### src/rtl/stq_pkg.sv
// Shared types and codes for the sorted timer queue.
// Used by stq_ctrl, stq_dpath and sorted_timer_queue; no other dependencies.
`timescale 1ns / 1ps
package stq_pkg;
    localparam logic [1:0] CMD_ADD    = 2'd0;
    localparam logic [1:0] CMD_ADJUST = 2'd1;
    localparam logic [1:0] CMD_DELETE = 2'd2;
    localparam logic [1:0] CMD_TICK   = 2'd3;

    localparam logic [2:0] ST_DONE      = 3'd0;
    localparam logic [2:0] ST_EXPIRED   = 3'd1;
    localparam logic [2:0] ST_FULL      = 3'd2;
    localparam logic [2:0] ST_ABSENT    = 3'd3;
    localparam logic [2:0] ST_DUPLICATE = 3'd4;

    // Commands from the controller to the shift chain.
    typedef struct packed {
        logic load;      // capture the input item
        logic remove;    // take out the entry of the loaded owner
        logic insert;    // place the loaded owner by the loaded expiry
        logic pop;       // take out the head entry
        logic set_pres;  // mark the loaded owner present
        logic clr_pres;  // mark the loaded owner absent
    } stq_cmd_t;

    // Status from the shift chain to the controller.
    typedef struct packed {
        logic       present;  // loaded owner is held
        logic       full;     // no free slot
        logic       head_due; // head entry exists and is due
        logic [5:0] head_id;  // owner of the head entry
    } stq_stat_t;
endpackage

### src/rtl/stq_ctrl.sv
// Command sequencer of the sorted timer queue and its result register.
// Depends on stq_pkg.
`timescale 1ns / 1ps
module stq_ctrl (
    input  logic               aclk,
    input  logic               aresetn,
    input  logic               s_valid,
    output logic               s_ready,
    input  logic [1:0]         s_command,
    input  stq_pkg::stq_stat_t stat,
    input  logic [6:0]         count,
    output stq_pkg::stq_cmd_t  cmd,
    output logic               m_valid,
    input  logic               m_ready,
    output logic [2:0]         m_status,
    output logic [5:0]         m_expired_id,
    output logic               m_last,
    output logic [6:0]         m_occupancy
);
    typedef enum logic [2:0] {S_IDLE, S_DECIDE, S_REINS, S_TICK, S_PEEK, S_WAIT}
        state_t;

    state_t      state_reg, state_next;
    logic [1:0]  op_reg, op_next;
    logic        mv_reg, mv_next;
    logic [2:0]  st_reg, st_next;
    logic [5:0]  eid_reg, eid_next;
    logic        last_reg, last_next;

    always_comb begin
        state_next = state_reg;
        op_next    = op_reg;
        mv_next    = mv_reg;
        st_next    = st_reg;
        eid_next   = eid_reg;
        last_next  = last_reg;
        cmd        = '0;
        s_ready    = (state_reg == S_IDLE);
        case (state_reg)
            S_IDLE: begin
                if (s_valid) begin
                    cmd.load   = 1'b1;
                    op_next    = s_command;
                    state_next = (s_command == stq_pkg::CMD_TICK) ? S_TICK : S_DECIDE;
                end
            end
            S_DECIDE: begin
                last_next  = 1'b1;
                eid_next   = '0;
                st_next    = stq_pkg::ST_DONE;
                mv_next    = 1'b1;
                state_next = S_WAIT;
                case (op_reg)
                    stq_pkg::CMD_ADD: begin
                        if (stat.present) st_next = stq_pkg::ST_DUPLICATE;
                        else if (stat.full) st_next = stq_pkg::ST_FULL;
                        else begin
                            cmd.insert   = 1'b1;
                            cmd.set_pres = 1'b1;
                        end
                    end
                    stq_pkg::CMD_ADJUST: begin
                        if (!stat.present) st_next = stq_pkg::ST_ABSENT;
                        else begin
                            cmd.remove = 1'b1;
                            mv_next    = 1'b0;
                            state_next = S_REINS;
                        end
                    end
                    stq_pkg::CMD_DELETE: begin
                        if (!stat.present) st_next = stq_pkg::ST_ABSENT;
                        else begin
                            cmd.remove   = 1'b1;
                            cmd.clr_pres = 1'b1;
                        end
                    end
                    default: begin
                        mv_next    = 1'b0;
                        state_next = S_IDLE;
                    end
                endcase
            end
            S_REINS: begin
                cmd.insert = 1'b1;
                mv_next    = 1'b1;
                state_next = S_WAIT;
            end
            S_TICK: begin
                // One pop per result; the chain settles before the next look.
                if (stat.head_due) begin
                    cmd.pop    = 1'b1;
                    st_next    = stq_pkg::ST_EXPIRED;
                    eid_next   = stat.head_id;
                    state_next = S_PEEK;
                end else begin
                    st_next    = stq_pkg::ST_DONE;
                    eid_next   = '0;
                    last_next  = 1'b1;
                    mv_next    = 1'b1;
                    state_next = S_WAIT;
                end
            end
            S_PEEK: begin
                // The new head decides whether this expired item is the last.
                last_next  = !stat.head_due;
                mv_next    = 1'b1;
                state_next = S_WAIT;
            end
            S_WAIT: begin
                if (m_ready) begin
                    mv_next    = 1'b0;
                    state_next = last_reg ? S_IDLE : S_TICK;
                end
            end
            default: state_next = S_IDLE;
        endcase
    end

    always_ff @(posedge aclk) begin
        if (!aresetn) begin
            state_reg <= S_IDLE;
            mv_reg    <= 1'b0;
            op_reg    <= stq_pkg::CMD_ADD;
            st_reg    <= stq_pkg::ST_DONE;
            eid_reg   <= '0;
            last_reg  <= 1'b0;
        end else begin
            state_reg <= state_next;
            mv_reg    <= mv_next;
            op_reg    <= op_next;
            st_reg    <= st_next;
            eid_reg   <= eid_next;
            last_reg  <= last_next;
        end
    end

    assign m_valid      = mv_reg;
    assign m_status     = st_reg;
    assign m_expired_id = eid_reg;
    assign m_last       = last_reg;
    assign m_occupancy  = count;

    a_no_accept_busy: assert property (@(posedge aclk) disable iff (!aresetn)
        s_ready |-> !mv_reg) else $error("accept while a result waits");
    a_one_mut: assert property (@(posedge aclk) disable iff (!aresetn)
        $countones({cmd.remove, cmd.insert, cmd.pop}) <= 1)
        else $error("two chain edits at once");
    a_pop_held: assert property (@(posedge aclk) disable iff (!aresetn)
        cmd.pop |-> !mv_reg) else $error("pop while result pending");
    a_result_hold: assert property (@(posedge aclk) disable iff (!aresetn)
        mv_reg && !m_ready |=> mv_reg && $stable({st_reg, eid_reg, last_reg, count}))
        else $error("result changed while stalled");
endmodule

### config.mk
export PLATFORM = sky130hd
export DESIGN_NAME = stq_ctrl
export DESIGN_NICKNAME = d
export VERILOG_FILES = /design/src/rtl/stq_pkg.sv /design/src/rtl/stq_ctrl.sv
export SDC_FILE = /design/constraint.sdc
export NUM_CORES = 1
export LEC_CHECK = 0
export BUFFER_PORTS_ARGS = -buffer_cell sky130_fd_sc_hd__buf_4
export CAP_MARGIN = 0
export CELL_PAD_IN_SITES_DETAIL_PLACEMENT = 0
export CELL_PAD_IN_SITES_GLOBAL_PLACEMENT = 1
export CORE_MARGIN = 5
export CORE_UTILIZATION = 27
export DETAILED_ROUTE_END_ITERATION = 12
export PLACE_DENSITY = 0.76
export SLEW_MARGIN = 15
export SYNTH_ARGS = -nofsm -noshare
export SYNTH_HDL_FRONTEND = slang
export SYNTH_SLANG_ARGS = --single-unit
### constraint.sdc
create_clock -name aclk -period 1.3 [get_ports aclk]
set_input_delay 0.195 -clock aclk [delete_from_list [all_inputs] [get_ports aclk]]
set_output_delay 0.195 -clock aclk [all_outputs]
set_load 0.05 [all_outputs]
==> impl_metrics.tcl <==
set metrics [dict create \
    core-area_mm2 0.00328 \
    final_nets 200 \
    ys_ff_latch 16 \
    cts_hold_buf 0 \
    wirelength_mm 3.33 \
    crit_required_ns 1.11 \
    syn_area_per_cell_um2 7.88 \
    cts_buffer_depth 2 \
    drt-initial-drc-count 59 \
    vdd.ir_drop.worst_v 0.000429 \
    grt_remaining_overflow 0 \
    antenna_found_initial 0 \
    outcome "complete, but fails checks" \
    pwr_density_cell_mw_per_mm2 1730 \
    place_congestion 0.785 \
    worstSetupPathType "reg2out" \
    die_y_um 67.7 \
    cp-start-kind "flop" \
    dp_slack_ns -0.114 \
    syn_nets 140 \
    p_leak_nw 0.744 \
    n_fill_cell 290 \
    total_power_mw 3.09 \
    clock.fmax_ghz 0.613 \
    violations "negative setup slack" \
    synth-seq-area-share 0.357 \
    chipWidth_um 67.7 \
    drive_gt1_frac 0.665 \
    syn_to_final_growth_pct 98.5 \
    finClkSkew_ns 0.00547 \
    tightestPinTransition_ns 0.488 \
    hpwl_mm 1.95 \
    grt_pass1_wl_mm 4.49 \
    ant_nets 0 \
    path_max_fanout 2 \
    setup_viol 13 \
    regArea_um2 334 \
    arrival_ns 1.44 \
    yosysWarnings 0 \
    place_inst 197 \
    min_period_ns 1.63 \
    cts_tree "built" \
    synthTopCellsByArea "dfxtp_1 36%, a21oi_1 6.1%, a22oi_1 5.8%, buf_4 5.8%, nor2_1 5.8%" \
    finalWorstSetupSlack_ns -0.331 \
    slew_headroom 0.674 \
    clk_pin_slew_ns 0.10 \
    start_util 0.274 \
    yosysTopAreaCell "dfxtp_1" \
    multiInputGateArea_um2 734 \
    finalHoldViolations 0 \
    rsz0062_at_grt "true" \
    largest_reg_flops 6 \
    max_cap_violations 0 \
    clk-insertion-delay-late_ns 0.29 \
    postSynthCellCount 114 \
    grtUsageTotal 0.131 \
    drc 0 \
    maxSlewViolCount 0 \
    vias 1086 \
    grt_max_degree 14 \
    cp-end-kind "output pin" \
    clock_sinks 16 \
    io-pin-count 47 \
    synth_cell_types 29 \
    fin_cells 219 \
    rows 21 \
    min_path_type "in2reg" \
    syn-cell-area_um2 898 \
    grt_pass1_vias 981 \
    root_buffer "clkbuf_4" \
    port_buffers 32 \
    dieArea_mm2 0.00458 \
    drtPass1Iterations 5 \
    period_share 1.25 \
    avgRoutedWirePerCell_um 15.2 \
    yosys.area.top_type_share 0.357 \
    h-tree-depth 1 \
    via_per_inst 4.96 \
    cts_made_buffers 3 \
    antenna_cells 0 \
]
power breakdown:
part	switching [mW]	total, mW	internal, mW
clock	0.169	0.339	0.170
sequential	0.0968	0.690	0.593
combinational	1.07	2.06	0.989
layout by cell type (no fill, tap or decap), types with 3 or more instances in the layout:
master | synthesis | final
dfxtp_1 | 16 | 11
a22oi_1 | 7 | 6
buf_4 | 7 | 48
nor2_1 | 14 | 12
buf_6 | 0 | 13
inv_1 | 5 | 3
a31oi_1 | 4 | 3
a21oi_2 | 0 | 6
ha_4 | 0 | 4
clkbuf_4 | 0 | 3
o21ai_1 | 4 | 3
nor2_4 | 1 | 3
dfxtp_4 | 0 | 3
a21oi_1 | 11 | 4
buf_8 | 0 | 5
nand2_1 | 8 | 7
nand2b_4 | 0 | 3
final timing paths:
path / slack [ns] / endpoint / startpoint / cells past startpoint
worst max register to register: -0.27 / m_status[1]$_SDFFE_PN0P_ / op_reg[0]$_SDFFE_PN0P_ / 7
worst min register to register: 0.47 / m_status[2]$_SDFFE_PN0P_ / m_status[2]$_SDFFE_PN0P_ / 2
worst max-delay path: -0.33 / cmd[3] / op_reg[0]$_SDFFE_PN0P_ / 7
worst min-delay path: 0.14 / m_expired_id[5]$_SDFFE_PN0P_ / stat[5] / 3
area by class of cell:
type                    count  area share
clock buffers               4      0.0204
inverters                   5      0.0105
multi-input cells          81       0.412
flip-flops and latches     16       0.187
well taps                  46      0.0323
repair buffers             67       0.338
synthesized netlist by cell type:
| master | number |
|---|---|
| a211oi_1 | 1 |
| nand2b_1 | 4 |
| nor2_4 | 1 |
| or4b_1 | 1 |
| a21oi_1 | 11 |
| buf_2 | 2 |
| inv_1 | 5 |
| o211ai_1 | 1 |
| nand2_1 | 8 |
| a22oi_1 | 7 |
| and2_1 | 1 |
| buf_4 | 7 |
| nand4b_1 | 2 |
| nor2_1 | 14 |
| o21ai_1 | 4 |
| nor3_1 | 3 |
| nor3_2 | 1 |
| clkbuf_1 | 3 |
| a31oi_1 | 4 |
| dfxtp_1 | 16 |
| nand3b_1 | 1 |
| nor2b_1 | 4 |
| a221oi_1 | 1 |
| mux2i_1 | 1 |
| nor4_1 | 1 |
| and3_1 | 2 |
| o21ai_0 | 2 |
| nand3_1 | 2 |
| ha_1 | 4 |
timing repair:
action	CTS	global route
pin swaps	13	18
hold endpoints to repair	0	0
setup endpoints to repair	11	15
setup buffers	12	10
resized for setup	41	31
cells by family (layout without fill, tap and decap cells):
family / Yosys count / count (layout) / share of synthesized area
flip-flops: 16 / 16 / 0.357
multiplexers: 1 / 1 / 0.0111
buffers and inverters: 17 / 76 / 0.103
AND/OR/NAND/NOR: 45 / 45 / 0.266
adder cells (fa/ha/maj): 4 / 4 / 0.0557
AO/OA/AOI/OAI: 31 / 31 / 0.208
per-layer routing:
metal,part of all wire,global-route usage,wire length [µm]
met5,0,0,0
met3,0.041,0.0200,135
met2,0.56,0.243,1870
met1,0.38,0.148,1280
met4,0.014,0.0532,46
metrics by stage:
| step | utilization | hold slack [ns] | TNS (ns) | cell area (µm²) |
|---|---|---|---|---|
| detailed placement | 0.403 | 0.390 | -0.458 | 1320 |
| finish | 0.543 | 0.140 | -2.26 | 1780 |
| floorplan | - | 0.335 | -0.741 | 976 |
| global placement | 0.403 | 0.390 | -0.191 | 1320 |
| CTS | 0.491 | 0.132 | -1.77 | 1610 |
| global route | 0.543 | 0.136 | -2.99 | 1780 |
critical path, cell delays in order (launching register included):
cell and delay (ns):
dfxtp_2 0.34, inv_2 0.08, ha_4 0.15, nand2b_4 0.07, nor3_4 0.12, mux2i_2 0.11, nor2_4 0.13, buf_8 0.15
Power figures use the tool's default switching activity.
